**config.mk**
```make
export PLATFORM = sky130hd
export DESIGN_NAME = hswir_dp
export DESIGN_NICKNAME = d
export VERILOG_FILES = /design/src/design/hswir_pkg.sv /design/src/design/hswir_ram.sv /design/src/design/hswir_dp.sv
export SDC_FILE = /design/constraint.sdc
export NUM_CORES = 2
export LEC_CHECK = 0
export ABC_AREA = 1
export BUFFER_PORTS_ARGS = -buffer_cell sky130_fd_sc_hd__buf_2
export CAP_MARGIN = 20
export CORE_ASPECT_RATIO = 2
export CORE_MARGIN = 4
export CORE_UTILIZATION = 45
export DETAILED_ROUTE_END_ITERATION = 8
export GPL_ROUTABILITY_DRIVEN = 1
export HOLD_SLACK_MARGIN = 0.1
export SLEW_MARGIN = 20
export SYNTH_ARGS = -nofsm -noshare
export SYNTH_HDL_FRONTEND = slang
export SYNTH_SLANG_ARGS = --single-unit
export TNS_END_PERCENT = 10
```
**constraint.sdc**
```tcl
create_clock -name clock -period 7.89 [get_ports clock]
set_input_delay 1.578 -clock clock [delete_from_list [all_inputs] [get_ports clock]]
set_output_delay 1.578 -clock clock [all_outputs]
set_load 0.03 [all_outputs]
```
**src/design/hswir_pkg.sv**
```systemverilog
// ----------------------------------------------------------------------------
// hswir_pkg
// Shared types and constants for the handle stack: request and response
// payloads, operation and status codes, controller/datapath interface.
// ----------------------------------------------------------------------------
`default_nettype none

package hswir_pkg;

   localparam int DEPTH_DEF       = 128;
   localparam int HANDLE_BITS_DEF = 32;

   localparam int FUNC_W     = 3;
   localparam int HANDLE_W   = 32;
   localparam int POS_W      = 7;
   localparam int STATUS_W   = 3;
   localparam int FILL_W     = 8;

   typedef enum logic [FUNC_W-1:0] {
      FUNC_PUSH       = 3'd0,
      FUNC_POP_TOP    = 3'd1,
      FUNC_POP_INDEX  = 3'd2,
      FUNC_REMOVE     = 3'd3,
      FUNC_PEEK_TOP   = 3'd4,
      FUNC_PEEK_INDEX = 3'd5,
      FUNC_OVERWRITE  = 3'd6
   } func_type;

   typedef enum logic [STATUS_W-1:0] {
      ST_OK        = 3'd0,
      ST_OVERFLOW  = 3'd1,
      ST_UNDERFLOW = 3'd2,
      ST_NOT_FOUND = 3'd3,
      ST_BAD_INDEX = 3'd4
   } status_type;

   typedef struct packed {
      logic [FUNC_W-1:0]   func;
      logic [HANDLE_W-1:0] handle_in;
      logic [POS_W-1:0]    position;
   } req_type;

   typedef struct packed {
      logic [HANDLE_W-1:0] handle_out;
      logic [STATUS_W-1:0] status;
      logic [FILL_W-1:0]   fill_count;
   } rsp_type;

   // read address source
   typedef enum logic [1:0] {
      RD_TOP,
      RD_POS,
      RD_ZERO,
      RD_NEXT
   } rd_sel_type;

   // write address/data source
   typedef enum logic [1:0] {
      WR_PUSH,
      WR_POS,
      WR_SHIFT
   } wr_sel_type;

   typedef enum logic [1:0] {
      IDX_HOLD,
      IDX_ZERO,
      IDX_POS,
      IDX_NEXT
   } idx_op_type;

   typedef enum logic [1:0] {
      OCC_HOLD,
      OCC_INC,
      OCC_DEC
   } occ_op_type;

   typedef struct packed {
      logic       load_req;
      logic       rd_en;
      rd_sel_type rd_sel;
      logic       wr_en;
      wr_sel_type wr_sel;
      idx_op_type idx_op;
      occ_op_type occ_op;
      logic       load_got;
      logic       finish;
      status_type status;
   } cmd_type;

   typedef struct packed {
      logic [FUNC_W-1:0] func;
      logic              empty;
      logic              full;
      logic              pos_bad;
      logic              at_last;
      logic              match;
   } stat_type;

endpackage

`default_nettype wire

```
**src/design/hswir_ram.sv**
```systemverilog
// ----------------------------------------------------------------------------
// hswir_ram
// Generic simple dual-port RAM: one write port, one read port, registered read.
// ----------------------------------------------------------------------------
`default_nettype none

module hswir_ram #(
   parameter int WIDTH = 32,
   parameter int DEPTH = 128
) (
   input  wire logic                     clock,
   input  wire logic                     wr_en,
   input  wire logic [$clog2(DEPTH)-1:0] wr_addr,
   input  wire logic [WIDTH-1:0]         wr_data,
   input  wire logic                     rd_en,
   input  wire logic [$clog2(DEPTH)-1:0] rd_addr,
   output logic      [WIDTH-1:0]         rd_data
);

   logic [WIDTH-1:0] mem_ff [DEPTH];
   logic [WIDTH-1:0] rd_data_ff;

   always_ff @(posedge clock) begin
      if (wr_en) begin
         mem_ff[wr_addr] <= wr_data;
      end
      if (rd_en) begin
         rd_data_ff <= mem_ff[rd_addr];
      end
   end

   assign rd_data = rd_data_ff;

endmodule

`default_nettype wire

```
**src/design/hswir_dp.sv**
```systemverilog
// ----------------------------------------------------------------------------
// hswir_dp
// Datapath: request register, fill count, walk index, handle RAM and the
// response register. Acts on commands from the controller.
// ----------------------------------------------------------------------------
`default_nettype none

module hswir_dp import hswir_pkg::*; #(
   parameter int DEPTH       = DEPTH_DEF,
   parameter int HANDLE_BITS = HANDLE_BITS_DEF
) (
   input  wire logic    clock,
   input  wire logic    reset,
   input  wire req_type req_data,
   input  wire cmd_type cmd,
   output stat_type     stat,
   output logic         rsp_strobe,
   output rsp_type      rsp_data
);

   localparam int ADDR_W = $clog2(DEPTH);
   localparam int CNT_W  = $clog2(DEPTH + 1);
   localparam int CMP_W  = (CNT_W > POS_W) ? CNT_W : POS_W;

   logic [FUNC_W-1:0]      func_ff;
   logic [HANDLE_BITS-1:0] val_ff;
   logic [POS_W-1:0]       pos_ff;
   logic [CNT_W-1:0]       occ_ff, occ_in;
   logic [ADDR_W-1:0]      idx_ff, idx_in;
   logic [HANDLE_W-1:0]    got_ff, got_in;
   logic                   rsp_strobe_ff;
   rsp_type                rsp_data_ff;

   logic [ADDR_W-1:0]      top_addr, pos_addr, idx_next;
   logic                   rd_en, wr_en;
   logic [ADDR_W-1:0]      rd_addr, wr_addr;
   logic [HANDLE_BITS-1:0] wr_data, rd_data;

   assign top_addr = ADDR_W'(occ_ff - CNT_W'(1));
   assign pos_addr = ADDR_W'(pos_ff);
   assign idx_next = ADDR_W'(idx_ff + ADDR_W'(1));

   always_comb begin
      unique case (cmd.rd_sel)
         RD_TOP:  rd_addr = top_addr;
         RD_POS:  rd_addr = pos_addr;
         RD_ZERO: rd_addr = '0;
         RD_NEXT: rd_addr = idx_next;
         default: rd_addr = '0;
      endcase
   end

   always_comb begin
      unique case (cmd.wr_sel)
         WR_PUSH: begin
            wr_addr = ADDR_W'(occ_ff);
            wr_data = val_ff;
         end
         WR_POS: begin
            wr_addr = pos_addr;
            wr_data = val_ff;
         end
         WR_SHIFT: begin
            // close the gap: entry idx moves down one slot
            wr_addr = ADDR_W'(idx_ff - ADDR_W'(1));
            wr_data = rd_data;
         end
         default: begin
            wr_addr = '0;
            wr_data = val_ff;
         end
      endcase
   end

   assign rd_en = cmd.rd_en;
   assign wr_en = cmd.wr_en;

   hswir_ram #(
      .WIDTH (HANDLE_BITS),
      .DEPTH (DEPTH)
   ) u_ram (
      .clock   (clock),
      .wr_en   (wr_en),
      .wr_addr (wr_addr),
      .wr_data (wr_data),
      .rd_en   (rd_en),
      .rd_addr (rd_addr),
      .rd_data (rd_data)
   );

   always_comb begin
      unique case (cmd.occ_op)
         OCC_INC: occ_in = occ_ff + CNT_W'(1);
         OCC_DEC: occ_in = occ_ff - CNT_W'(1);
         default: occ_in = occ_ff;
      endcase
   end

   always_comb begin
      unique case (cmd.idx_op)
         IDX_ZERO: idx_in = '0;
         IDX_POS:  idx_in = pos_addr;
         IDX_NEXT: idx_in = idx_next;
         default:  idx_in = idx_ff;
      endcase
   end

   always_comb begin
      priority if (cmd.load_got) begin
         got_in = HANDLE_W'(rd_data);
      end else if (cmd.load_req) begin
         got_in = '0;
      end else begin
         got_in = got_ff;
      end
   end

   always_ff @(posedge clock) begin
      if (reset) begin
         occ_ff        <= '0;
         rsp_strobe_ff <= 1'b0;
      end else begin
         occ_ff        <= occ_in;
         rsp_strobe_ff <= cmd.finish;
      end
   end

   always_ff @(posedge clock) begin
      if (cmd.load_req) begin
         func_ff <= req_data.func;
         val_ff  <= HANDLE_BITS'(req_data.handle_in);
         pos_ff  <= req_data.position;
      end
      idx_ff <= idx_in;
      got_ff <= got_in;
      if (cmd.finish) begin
         rsp_data_ff.handle_out <= got_in;
         rsp_data_ff.status     <= cmd.status;
         rsp_data_ff.fill_count <= FILL_W'(occ_in);
      end
   end

   assign stat.func    = func_ff;
   assign stat.empty   = (occ_ff == '0);
   assign stat.full    = (occ_ff == CNT_W'(DEPTH));
   assign stat.pos_bad = (CMP_W'(pos_ff) >= CMP_W'(occ_ff));
   assign stat.at_last = (idx_ff == top_addr);
   assign stat.match   = (rd_data == val_ff);

   assign rsp_strobe = rsp_strobe_ff;
   assign rsp_data   = rsp_data_ff;

endmodule

`default_nettype wire

```
==> impl_metrics.yaml <==
run:
  cap_viol_max_count: 0
drt:
  vias: 120000
  via_per_inst: 6.22
  ant_nets: 0
  drt_iter0_drc: 15200
  drc: 0
  detail_route.wl_per_cell_um: 31.0
  first_pass_iters: 8
  drt_wl_total_um: 597000
global_routing:
  antenna_found_initial: 25
  grt_pass1_vias: 116000
  grt_pass1_wl_um: 846000
  overflow: 0
  track_usage_pct: 29.4
  grt_max_degree: 167
synth:
  synth_area_um2: 174000
  synth_fp_nets: 14300
  yosysUniqueCellTypes: 36
  ys_warn_count: 0
  ys_seq_elements: 4261
  avgSynthCellArea_um2: 12.2
  yosysSeqAreaShare_pct: 73.4
  synthesis.instances: 14200
place:
  io_buffers: 111
  gp_congestion: 0.911
  dp.cells: 18600
  dp.final_hpwl_um: 343000
sta:
  setup_violations: 0
  grt_setup_unrepaired: "no"
  slew_headroom_pct: 6.53
  final_hold_viol_count: 0
  setup-tns-final_ns: 0
  fmax_mhz: 184
  worst_slew_pin_slew_ns: 1.40
  fin_crit_ns: 5.43
  skew_ns: 0.0573
  period_share_pct: 68.9
  drv_slew: 0
clock_network:
  root_buffer: "clkbuf_16"
  max-clock-path-buffers: 4
  cts_tree: "built"
  worst_skew_pair.late_latency_ns: 1.01
  cts-resized-gates: 0
  clkSlewWorstSetupHoldPaths_ns: 0.07
  cts_setup_buffers: 0
  htreeDepth: 5
  ctsHoldBuffers: 0
  clock_sinks: 4261
  numCtsBuffers: 361
critical_path:
  path_max_fanout: 45
  endpoint_kind: "flop"
  worstSetupStartpointType: "input port"
  crit_type: "input port to flop"
  arrival_ns: 6.09
  required_ns: 8.55
floorplanning:
  ios: 112
  row_count: 322
  dieArea_um2: 397000
  core_um2: 384000
  die_h_um: 887
  initial_core_util_pct: 45.2
  dieWidth_um: 447
power:
  powerDensity_nw_per_um2: 270
  power_w: 0.0521
  peakVddDrop_mv: 0.210
  leakage_nw: 65.8
status:
  status: "complete, no violations"
finish:
  area_growth_pct: 11.1
  final_cell_mix: "nand3_1, edfxtp_1, nand2_1"
  layout_commonest_cell: "nand3_1"
  layout.cells.non_filler: 19300
  fin_nets: 14000
  final_core_util_pct: 50.2
  drive_gt1_share_pct: 8.55
min_path:
  hold_path_class: "flop to flop"
[registers in the layout (all words and copies together), names as in the netlist]
name / count
occ_ff: 8
val_ff: 32
func_ff: 3
idx_ff: 7
rsp_strobe: 1
got_ff: 32
u_ram.mem_ff: 4096
u_ram.rd_data: 32
rsp_data: 43
pos_addr: 7
[metal layers]
metal  track usage [%]  routed length, µm
met3              3.91              46100
met1              33.2             197000
met4              26.1              63800
met5                 0                 71
met2              48.9             291000
[synthesized netlist by cell type, drive strengths merged]
| cell type | count | area share (%) |
|---|---|---|
| inv | 149 | 0.32 |
| clkinv | 1 | 0.0022 |
| clkbuf | 275 | 0.59 |
| a21boi | 1 | 0.0043 |
| nor4 | 6 | 0.022 |
| dfxtp | 41 | 0.47 |
| edfxtp | 4220 | 73 |
| nor2b | 1 | 0.0036 |
| nand3b | 1 | 0.0043 |
| xor2 | 28 | 0.14 |
| o211ai | 1 | 0.0043 |
| ha | 14 | 0.10 |
| a221oi | 8 | 0.040 |
| o21ai | 49 | 0.14 |
| nand3 | 5757 | 17 |
| a211oi | 3 | 0.013 |
| nand4 | 7 | 0.025 |
| xnor2 | 2 | 0.010 |
| nand2 | 2544 | 5.5 |
| nor2 | 169 | 0.37 |
| a31oi | 3 | 0.011 |
| buf | 838 | 2.4 |
| a22oi | 1 | 0.0043 |
| a21oi | 17 | 0.051 |
| o21a | 2 | 0.0086 |
| o22ai | 49 | 0.18 |
| nor3 | 5 | 0.014 |
| or2 | 4 | 0.014 |
[cells by family (layout without fill, tap and decap cells)]
| logic type | Yosys count | count (layout) | share of synthesized area [%] |
|---|---|---|---|
| xor+xnor | 30 | 30 | 0.151 |
| buf+inv | 1263 | 1309 | 3.32 |
| simple gates | 8494 | 8494 | 22.5 |
| other cells | 0 | 7 | 0 |
| compound gates | 134 | 134 | 0.455 |
| fa+ha+maj | 14 | 14 | 0.101 |
| flops | 4261 | 4261 | 73.4 |
[power by group]
part           leakage (nW)  switching [W]  internal (W)
clock network          5.64        0.00830       0.00978
logic                  21.6        0.00645       0.00173
registers              38.5       0.000164        0.0257
[path summary, 6_finish.rpt]
path	startpoint	end	slack, ns	cells past startpoint
setup / recovery	cmd[10]	u_ram.mem_ff[27][10]	2.46	13
hold / removal	got_ff[16]	got_ff[16]	0.48	2
setup reg to reg	occ_ff[0]	u_ram.rd_data[13]	2.60	13
hold reg to reg	got_ff[16]	got_ff[16]	0.48	2
[stage by stage]
stage	instance area [µm²]	hold slack, ns	worst slack [ns]
after detailed placement	181000	0.462	1.57
after global placement	181000	0.457	1.59
final	193000	0.480	2.46
after floorplan	174000	0.441	-0.613
after CTS	193000	0.474	2.60
after global routing	193000	0.496	2.34
[area by class of cell]
class                      instances  area [µm²]
clock buffer                     421        9420
fill                           33300      191000
timing repair buffer             514        5130
multi-input combinational       8672       41900
clock inverter                   224        2110
sequential                      4261      128000
tap                             5022        6280
antenna                            7        17.5
inverter                         150         599
[critical path, stage by stage]
cell and delay (ns):
buf_2 0.13, inv_1 0.11, nor2_4 0.17, inv_2 0.14
buf_4 0.67, a21oi_1 0.08, nor2_1 0.34, inv_1 0.11
nor3_1 0.44, nand2_2 0.62, buf_4 0.49, nor2_4 0.85
buf_4 0.28
Power figures use the tool's default switching activity.
