File: config.mk
export PLATFORM = sky130hd
export DESIGN_NAME = hswir_ctrl
export DESIGN_NICKNAME = d
export VERILOG_FILES = /design/src/design/hswir_pkg.sv /design/src/design/hswir_ctrl.sv
export SDC_FILE = /design/constraint.sdc
export NUM_CORES = 1
export LEC_CHECK = 0
export BUFFER_PORTS_ARGS = -buffer_cell sky130_fd_sc_hd__buf_2
export CAP_MARGIN = 25
export CORE_AREA = 2 2 39 41
export CTS_CLUSTER_SIZE = 12
export DETAILED_ROUTE_END_ITERATION = 10
export DIE_AREA = 0 0 41 43
export GPL_ROUTABILITY_DRIVEN = 0
export PLACE_DENSITY = 0.82
export SYNTH_ARGS = -nofsm -noshare
export SYNTH_HDL_FRONTEND = slang
export SYNTH_SLANG_ARGS = --single-unit
export TNS_END_PERCENT = 50
File: constraint.sdc
create_clock -name clock -period 2.85 [get_ports clock]
set_clock_uncertainty 0.05 [all_clocks]
set_input_delay 0.4275 -clock clock [delete_from_list [all_inputs] [get_ports clock]]
set_output_delay 0.4275 -clock clock [all_outputs]
set_load 0.02 [all_outputs]
File: src/design/hswir_pkg.sv
// ----------------------------------------------------------------------------
// hswir_pkg
// Shared types and constants for the handle stack: request and response
// payloads, operation and status codes, controller/datapath interface.
// ----------------------------------------------------------------------------
`default_nettype none

package hswir_pkg;

   localparam int DEPTH_DEF       = 128;
   localparam int HANDLE_BITS_DEF = 32;

   localparam int FUNC_W     = 3;
   localparam int HANDLE_W   = 32;
   localparam int POS_W      = 7;
   localparam int STATUS_W   = 3;
   localparam int FILL_W     = 8;

   typedef enum logic [FUNC_W-1:0] {
      FUNC_PUSH       = 3'd0,
      FUNC_POP_TOP    = 3'd1,
      FUNC_POP_INDEX  = 3'd2,
      FUNC_REMOVE     = 3'd3,
      FUNC_PEEK_TOP   = 3'd4,
      FUNC_PEEK_INDEX = 3'd5,
      FUNC_OVERWRITE  = 3'd6
   } func_type;

   typedef enum logic [STATUS_W-1:0] {
      ST_OK        = 3'd0,
      ST_OVERFLOW  = 3'd1,
      ST_UNDERFLOW = 3'd2,
      ST_NOT_FOUND = 3'd3,
      ST_BAD_INDEX = 3'd4
   } status_type;

   typedef struct packed {
      logic [FUNC_W-1:0]   func;
      logic [HANDLE_W-1:0] handle_in;
      logic [POS_W-1:0]    position;
   } req_type;

   typedef struct packed {
      logic [HANDLE_W-1:0] handle_out;
      logic [STATUS_W-1:0] status;
      logic [FILL_W-1:0]   fill_count;
   } rsp_type;

   // read address source
   typedef enum logic [1:0] {
      RD_TOP,
      RD_POS,
      RD_ZERO,
      RD_NEXT
   } rd_sel_type;

   // write address/data source
   typedef enum logic [1:0] {
      WR_PUSH,
      WR_POS,
      WR_SHIFT
   } wr_sel_type;

   typedef enum logic [1:0] {
      IDX_HOLD,
      IDX_ZERO,
      IDX_POS,
      IDX_NEXT
   } idx_op_type;

   typedef enum logic [1:0] {
      OCC_HOLD,
      OCC_INC,
      OCC_DEC
   } occ_op_type;

   typedef struct packed {
      logic       load_req;
      logic       rd_en;
      rd_sel_type rd_sel;
      logic       wr_en;
      wr_sel_type wr_sel;
      idx_op_type idx_op;
      occ_op_type occ_op;
      logic       load_got;
      logic       finish;
      status_type status;
   } cmd_type;

   typedef struct packed {
      logic [FUNC_W-1:0] func;
      logic              empty;
      logic              full;
      logic              pos_bad;
      logic              at_last;
      logic              match;
   } stat_type;

endpackage

`default_nettype wire

File: src/design/hswir_ctrl.sv
// ----------------------------------------------------------------------------
// hswir_ctrl
// Controller: decodes the captured request, sequences reads, scan and
// shift passes through the handle RAM and issues the finish command.
// ----------------------------------------------------------------------------
`default_nettype none

module hswir_ctrl import hswir_pkg::*; (
   input  wire logic     clock,
   input  wire logic     reset,
   input  wire logic     start,
   input  wire stat_type stat,
   output logic          busy,
   output cmd_type       cmd
);

   typedef enum logic [2:0] {
      S_IDLE,
      S_DECODE,
      S_FETCH,
      S_SCAN,
      S_SHIFT
   } state_type;

   state_type state_ff, state_in;
   logic      busy_ff, busy_in;

   always_comb begin
      cmd      = '{load_req: 1'b0, rd_en: 1'b0, rd_sel: RD_ZERO, wr_en: 1'b0,
                   wr_sel: WR_PUSH, idx_op: IDX_HOLD, occ_op: OCC_HOLD,
                   load_got: 1'b0, finish: 1'b0, status: ST_OK};
      state_in = state_ff;
      busy_in  = busy_ff;

      unique case (state_ff)
         S_IDLE: begin
            if (start) begin
               cmd.load_req = 1'b1;
               state_in     = S_DECODE;
               busy_in      = 1'b1;
            end
         end

         S_DECODE: begin
            unique case (stat.func)
               FUNC_PUSH: begin
                  cmd.finish = 1'b1;
                  if (stat.full) begin
                     cmd.status = ST_OVERFLOW;
                  end else begin
                     cmd.wr_en  = 1'b1;
                     cmd.wr_sel = WR_PUSH;
                     cmd.occ_op = OCC_INC;
                  end
               end
               FUNC_POP_TOP, FUNC_PEEK_TOP: begin
                  if (stat.empty) begin
                     cmd.finish = 1'b1;
                     cmd.status = ST_UNDERFLOW;
                  end else begin
                     cmd.rd_en  = 1'b1;
                     cmd.rd_sel = RD_TOP;
                     state_in   = S_FETCH;
                  end
               end
               FUNC_POP_INDEX, FUNC_PEEK_INDEX: begin
                  priority if (stat.empty) begin
                     cmd.finish = 1'b1;
                     cmd.status = ST_UNDERFLOW;
                  end else if (stat.pos_bad) begin
                     cmd.finish = 1'b1;
                     cmd.status = ST_BAD_INDEX;
                  end else begin
                     cmd.rd_en  = 1'b1;
                     cmd.rd_sel = RD_POS;
                     cmd.idx_op = IDX_POS;
                     state_in   = S_FETCH;
                  end
               end
               FUNC_REMOVE: begin
                  if (stat.empty) begin
                     cmd.finish = 1'b1;
                     cmd.status = ST_NOT_FOUND;
                  end else begin
                     cmd.rd_en  = 1'b1;
                     cmd.rd_sel = RD_ZERO;
                     cmd.idx_op = IDX_ZERO;
                     state_in   = S_SCAN;
                  end
               end
               FUNC_OVERWRITE: begin
                  cmd.finish = 1'b1;
                  if (stat.pos_bad) begin
                     cmd.status = ST_BAD_INDEX;
                  end else begin
                     cmd.wr_en  = 1'b1;
                     cmd.wr_sel = WR_POS;
                  end
               end
               default: begin
                  cmd.finish = 1'b1;
               end
            endcase
         end

         S_FETCH: begin
            cmd.load_got = 1'b1;
            priority if (stat.func == FUNC_POP_TOP) begin
               cmd.occ_op = OCC_DEC;
               cmd.finish = 1'b1;
            end else if (stat.func == FUNC_POP_INDEX && !stat.at_last) begin
               cmd.rd_en  = 1'b1;
               cmd.rd_sel = RD_NEXT;
               cmd.idx_op = IDX_NEXT;
               state_in   = S_SHIFT;
            end else if (stat.func == FUNC_POP_INDEX) begin
               // removing the top entry: nothing to move
               cmd.occ_op = OCC_DEC;
               cmd.finish = 1'b1;
            end else begin
               cmd.finish = 1'b1;
            end
         end

         S_SCAN: begin
            // read data holds the entry at idx
            priority if (stat.match && stat.at_last) begin
               cmd.occ_op = OCC_DEC;
               cmd.finish = 1'b1;
            end else if (stat.match) begin
               cmd.rd_en  = 1'b1;
               cmd.rd_sel = RD_NEXT;
               cmd.idx_op = IDX_NEXT;
               state_in   = S_SHIFT;
            end else if (stat.at_last) begin
               cmd.finish = 1'b1;
               cmd.status = ST_NOT_FOUND;
            end else begin
               cmd.rd_en  = 1'b1;
               cmd.rd_sel = RD_NEXT;
               cmd.idx_op = IDX_NEXT;
            end
         end

         S_SHIFT: begin
            cmd.wr_en  = 1'b1;
            cmd.wr_sel = WR_SHIFT;
            if (stat.at_last) begin
               cmd.occ_op = OCC_DEC;
               cmd.finish = 1'b1;
            end else begin
               cmd.rd_en  = 1'b1;
               cmd.rd_sel = RD_NEXT;
               cmd.idx_op = IDX_NEXT;
            end
         end

         default: begin
            state_in = S_IDLE;
            busy_in  = 1'b0;
         end
      endcase

      if (cmd.finish) begin
         state_in = S_IDLE;
         busy_in  = 1'b0;
      end
   end

   always_ff @(posedge clock) begin
      if (reset) begin
         state_ff <= S_IDLE;
         busy_ff  <= 1'b0;
      end else begin
         state_ff <= state_in;
         busy_ff  <= busy_in;
      end
   end

   assign busy = busy_ff;

endmodule

`default_nettype wire

==> results of run 1 <==
[logic make-up after synthesis]
group | after synthesis | share of synthesized area
buffers and inverters | 10 | 0.0775
AOI/OAI and AO/OA | 31 | 0.394
DFF | 4 | 0.134
and+or+nand+nor | 41 | 0.394
[report_power, final]
part | leakage (nW) | internal [mW] | switching (mW)
Clock | 0.0138 | 0.0472 | 0.0241
Combinational | 0.278 | 0.0388 | 0.0653
Sequential | 0.0327 | 0.0609 | 0.00920
[metrics by stage]
stage          hold slack, ps  std cells  cell area [µm²]   util  worst slack, ps
4_1_cts                   473        124              736  0.532              360
6_report                  477        124              736  0.532              338
2_1_floorplan             496         86              597      -              608
5_1_grt                   486        124              736  0.532              211
3_5_place_dp              470        121              713  0.515              608
3_3_place_gp              422        121              713  0.515              656
[area by class of cell]
type	count	area, µm²	area share
multi-input combinational	72	470	0.639
timing repair buffer	27	135	0.184
sequential	4	80.1	0.109
clock buffer	3	22.5	0.0306
tap	16	20.0	0.0272
inverter	2	7.51	0.0102
[metal layers]
metal  part of all wire  up-vias
li1                   -      368
met1               0.45      335
met2               0.47       34
met3              0.076        2
met4             0.0044        0
met5                  0        -
[flip-flops by register name (all words and copies together) (netlist names)]
| name | flops |
|---|---|
| state_ff | 3 |
| busy | 1 |
[critical path, stage by stage (launching register included)]
cell and delay, ps:
dfxtp_1 550, or3b_1 580, nor3b_1 310, nand2_1 130
nand2_1 80, buf_2 160
[final timing paths]
path               startpoint          end  slack (ps)  depth (start not counted)
setup / recovery  state_ff[0]      cmd[14]         340                          5
hold / removal          reset  state_ff[0]         480                          4
setup reg to reg  state_ff[0]  state_ff[1]         980                          4
hold reg to reg          busy         busy         480                          2
[layout by cell type (no fill, tap or decap), drive strengths merged, types with 2 or more instances in the layout]
master  synthesis  final
nand2b          3      3
buf             3     27
o21ai           7      7
nand2           7      7
nor3b           5      5
a21oi           8      8
a21o            2      2
dfxtp           4      4
nor3            4      4
clkbuf          5      3
nand3           2      2
o31ai           4      4
nor2            8      8
o41ai           2      2
o211ai          3      3
nand3b          2      2
nor2b           3      3
==> results.cfg, run 1 <==
[place]
dp_hpwl_um = 1170
portBuffers = 27

[clock_network]
htree_num_levels = 1
post-cts-setup-buffers = 0
tritoncts = built
clk-insertion-delay-late_ps = 230
path_clk_slew_ps = 40
cts.sinks = 4
cts_hold_buf = 0
cts_buffers = 3
clock_path_buffers = 2
root_buffer = clkbuf_4
cts_resized = 0

[worst_setup_path]
startpoint_type = register
crit_type = reg2out
crit_path_end_kind = primary output
cp_max_fo = 15
worstPathRequired_ps = 2370
worstPathArrival_ps = 2030

[finish]
drive_gt1_frac = 0.333
fill_cells = 138
nets = 121
n_antenna_cell = 0
syn_to_final_growth_pct = 23.3

[floorplanning]
initial_utilization = 0.431
fp.dieH_um = 43
dieArea_mm2 = 0.00176
core-area_mm2 = 0.00138
io_pins = 28
fp-row-count = 14
die-width_um = 41

[routing]
drt.antenna.violating_nets = 0
vias = 739
routed_wl_um = 1590
wl_per_cell_um = 12.8
route.detailed.drc = 0
first_pass_iters = 4
drt-initial-drc-count = 17
vias_per_cell = 5.96

[global_route]
track_usage = 0.177
met1_usage = 0.237
grt-ovfl-total = 0
grt_pass1_vias = 544
grt_max_degree = 17
antenna_found_initial = 0
grt_pass1_wl_um = 2270
use_met3 = 0.0209
use_met2 = 0.272
grt.busiest_layer = met2

[job]
maxCapViolations = 0

[power_and_ir_drop]
p_per_area_mw_per_mm2 = 334
power.leakage_nw = 0.325
power.total_uw = 246
ir_worst_vdd_uv = 271

[sta]
finalCriticalPeriod_ps = 2510
max_clock_freq_mhz = 398
rsz0062_at_grt = false
fin_setup_tns_ps = 0
setup_viol = 0
final_hold_viol_count = 0
relSlewSlack = 0.718
tightest_slew_ps = 422
period_share = 0.881
maxSlewViolCount = 0

[yosys]
yosys-top-cells-count = 8 x nor2_1, 7 x a21oi_1, 7 x nand2_1
synth_top_flop_cell = dfxtp_1
postSynth.asyncResetShare = 0
ys_seq_elements = 4
synth_nets = 97
synth_top_area_share = 0.134
yosys_warnings = 0
yosys-top-cells-area = dfxtp_1 13%, nor3b_1 6.3%, a21oi_1 5.9%
yosysMostFrequentCell = nor2_1
syn_area_um2 = 597
yosys.area.top_type = dfxtp_1
ys_types = 37
yosysSeqAreaShare = 0.134
synth_edf_count = 0
syn_inst = 86
avgSynthCellArea_um2 = 6.94

[min_path]
min_path_type = in2reg

[outcome]
run_status = completed
(Power assumes the default switching activity.)
==> inputs of run 2 (changes only) <==
--- a/config.mk
+++ b/config.mk
@@ -5,14 +5,14 @@
 export SDC_FILE = /design/constraint.sdc
 export NUM_CORES = 1
 export LEC_CHECK = 0
-export BUFFER_PORTS_ARGS = -buffer_cell sky130_fd_sc_hd__buf_2
 export CAP_MARGIN = 25
 export CORE_AREA = 2 2 39 41
 export CTS_CLUSTER_SIZE = 12
 export DETAILED_ROUTE_END_ITERATION = 10
 export DIE_AREA = 0 0 41 43
+export DONT_BUFFER_PORTS = 1
 export GPL_ROUTABILITY_DRIVEN = 0
-export PLACE_DENSITY = 0.82
+export PLACE_DENSITY = 0.64
 export SYNTH_ARGS = -nofsm -noshare
 export SYNTH_HDL_FRONTEND = slang
 export SYNTH_SLANG_ARGS = --single-unit
==> run 2 against run 1 <==
  * Fmax up 1.2%
  * Register-to-register slack improved by 20 ps
  * Core utilization fell by 4.9 points
  * Global-route usage up 1.8 points
  * Final area is 9.2% lower
  * Setup slack improved by 30 ps
  * Sequential power increased by 4.0%
  * Via count fell by 12%
  * Critical path depth is 1 lower
  * Sequential share of layout area grew 1.1 points
  * Critical path type unchanged
==> results.cfg, run 2 (synthesis gave the netlist of run 1 again) <==
[worst_setup_path]
crit_chain = or3b_1 > nor3b_1 > nand2_1 > nand2_1
cp_slowest_cell = or3b_1
cp_num_buf_inv = 0
ff2ff_path_depth = 4
worstPathRequired_ps = 2370
cp_max_fo = 15
crit_path_frequent_cell = nand2_1
cp_top_family = simple AND/OR/NAND/NOR gates
max_stage_delay_ps = 570
crit_path_end_kind = primary output
cp_num_cells = 4
crit_type = reg2out
startpoint_type = register
worstPathArrival_ps = 2000

[outcome]
run_status = completed

[global_route]
grt_pass1_wl_um = 2420
grt_max_degree = 17
grt_pass1_vias = 578
grt-ovfl-total = 0
track_usage = 0.194
antenna_found_initial = 0

[sta]
fin_setup_tns_ps = 0
period_share = 0.871
relSlewSlack = 0.575
final_hold_viol_count = 0
max_clock_freq_mhz = 403
tightest_slew_ps = 632
maxSlewViolCount = 0
whs_ps = 375
finalCriticalPeriod_ps = 2480
rsz0062_at_grt = false
setup_viol = 0

[place]
placed_cell_area_um2 = 646
dp_cells = 103
dp_hpwl_um = 1160
portBuffers = 0

[routing]
vias_per_cell = 6.15
wl_per_cell_um = 14.5
vias = 652
first_pass_iters = 4
route.detailed.drc = 0
drt.antenna.violating_nets = 0
drt-initial-drc-count = 17
routed_wl_um = 1530

[clock_network]
cts_hold_buf = 0
tritoncts = built
post-cts-setup-buffers = 0
clock_path_buffers = 2
cts.sinks = 4
path_clk_slew_ps = 40
cts_resized = 0
htree_num_levels = 1
cts_buffers = 3
root_buffer = clkbuf_4
clk-insertion-delay-late_ps = 240

[finish]
nets = 103
top_register = state_ff
final_common_cell = buf_4
n_antenna_cell = 0
layout_common_cells = 9 x buf_4, 8 x nor2_1, 7 x nand2_1, 7 x a21oi_1, 5 x nor3b_1
fill_cells = 150
largest_reg_flops = 3
drive_gt1_frac = 0.200
finalInstanceArea_um2 = 668
syn_to_final_growth_pct = 11.9
fin_cells = 106

[floorplanning]
initial_utilization = 0.431
fp.dieH_um = 43
dieArea_mm2 = 0.00176
die-width_um = 41
fp-row-count = 14
io_pins = 28
core-area_mm2 = 0.00138

[power_and_ir_drop]
ir_worst_vdd_uv = 238
power.total_uw = 223
p_per_area_mw_per_mm2 = 334
power.leakage_nw = 0.245

[min_path]
hold_path_depth = 3
min_path_type = in2reg

[job]
maxCapViolations = 0
run 2: cell types whose count changed in the layout (fill, tap and decap cells not counted), sizes merged:
cell,before,now
buf,27,9
run 2: final timing paths:
check                   start     endpoint  slack [ps]
setup / recovery  state_ff[0]      cmd[14]         370
hold reg to reg   state_ff[2]  state_ff[0]         560
setup reg to reg  state_ff[0]  state_ff[1]        1000
hold / removal          reset  state_ff[0]         370
run 2: through the flow:
| step | util | setup WS (ps) |
|---|---|---|
| final | 0.483 | 368 |
| after floorplan | - | 608 |
| after global placement | 0.467 | 680 |
| after global routing | 0.483 | 227 |
| after detailed placement | 0.467 | 627 |
| after CTS | 0.483 | 364 |
run 2: layout make-up:
| type | count | area [µm²] | share of cell area |
|---|---|---|---|
| clock buffer | 3 | 22.5 | 0.0337 |
| inverter | 2 | 7.51 | 0.0112 |
| multi-input combinational | 72 | 470 | 0.704 |
| sequential | 4 | 80.1 | 0.120 |
| tap | 16 | 20.0 | 0.0300 |
| timing repair buffer | 9 | 67.6 | 0.101 |
run 2: report_power, final:
group | total (mW) | switching [mW] | internal [mW]
registers | 0.0729 | 0.0119 | 0.0610
clock network | 0.0714 | 0.0243 | 0.0472
logic | 0.0790 | 0.0464 | 0.0327
total | 0.223 | 0.0825 | 0.141
run 2: worst register-to-register path, cell delays in order (launching register included):
cell	delay, ps
dfxtp_1	560
or3b_1	570
nor3b_1	320
nand2_1	120
a21oi_1	150
run 2: per-layer routing:
metal | track usage | vias up | share of wire
li1 | - | 332 | -
met1 | 0.233 | 291 | 0.41
met4 | 0.113 | 0 | 0.021
met3 | 0.0314 | 5 | 0.065
met5 | 0 | - | 0
met2 | 0.306 | 24 | 0.51
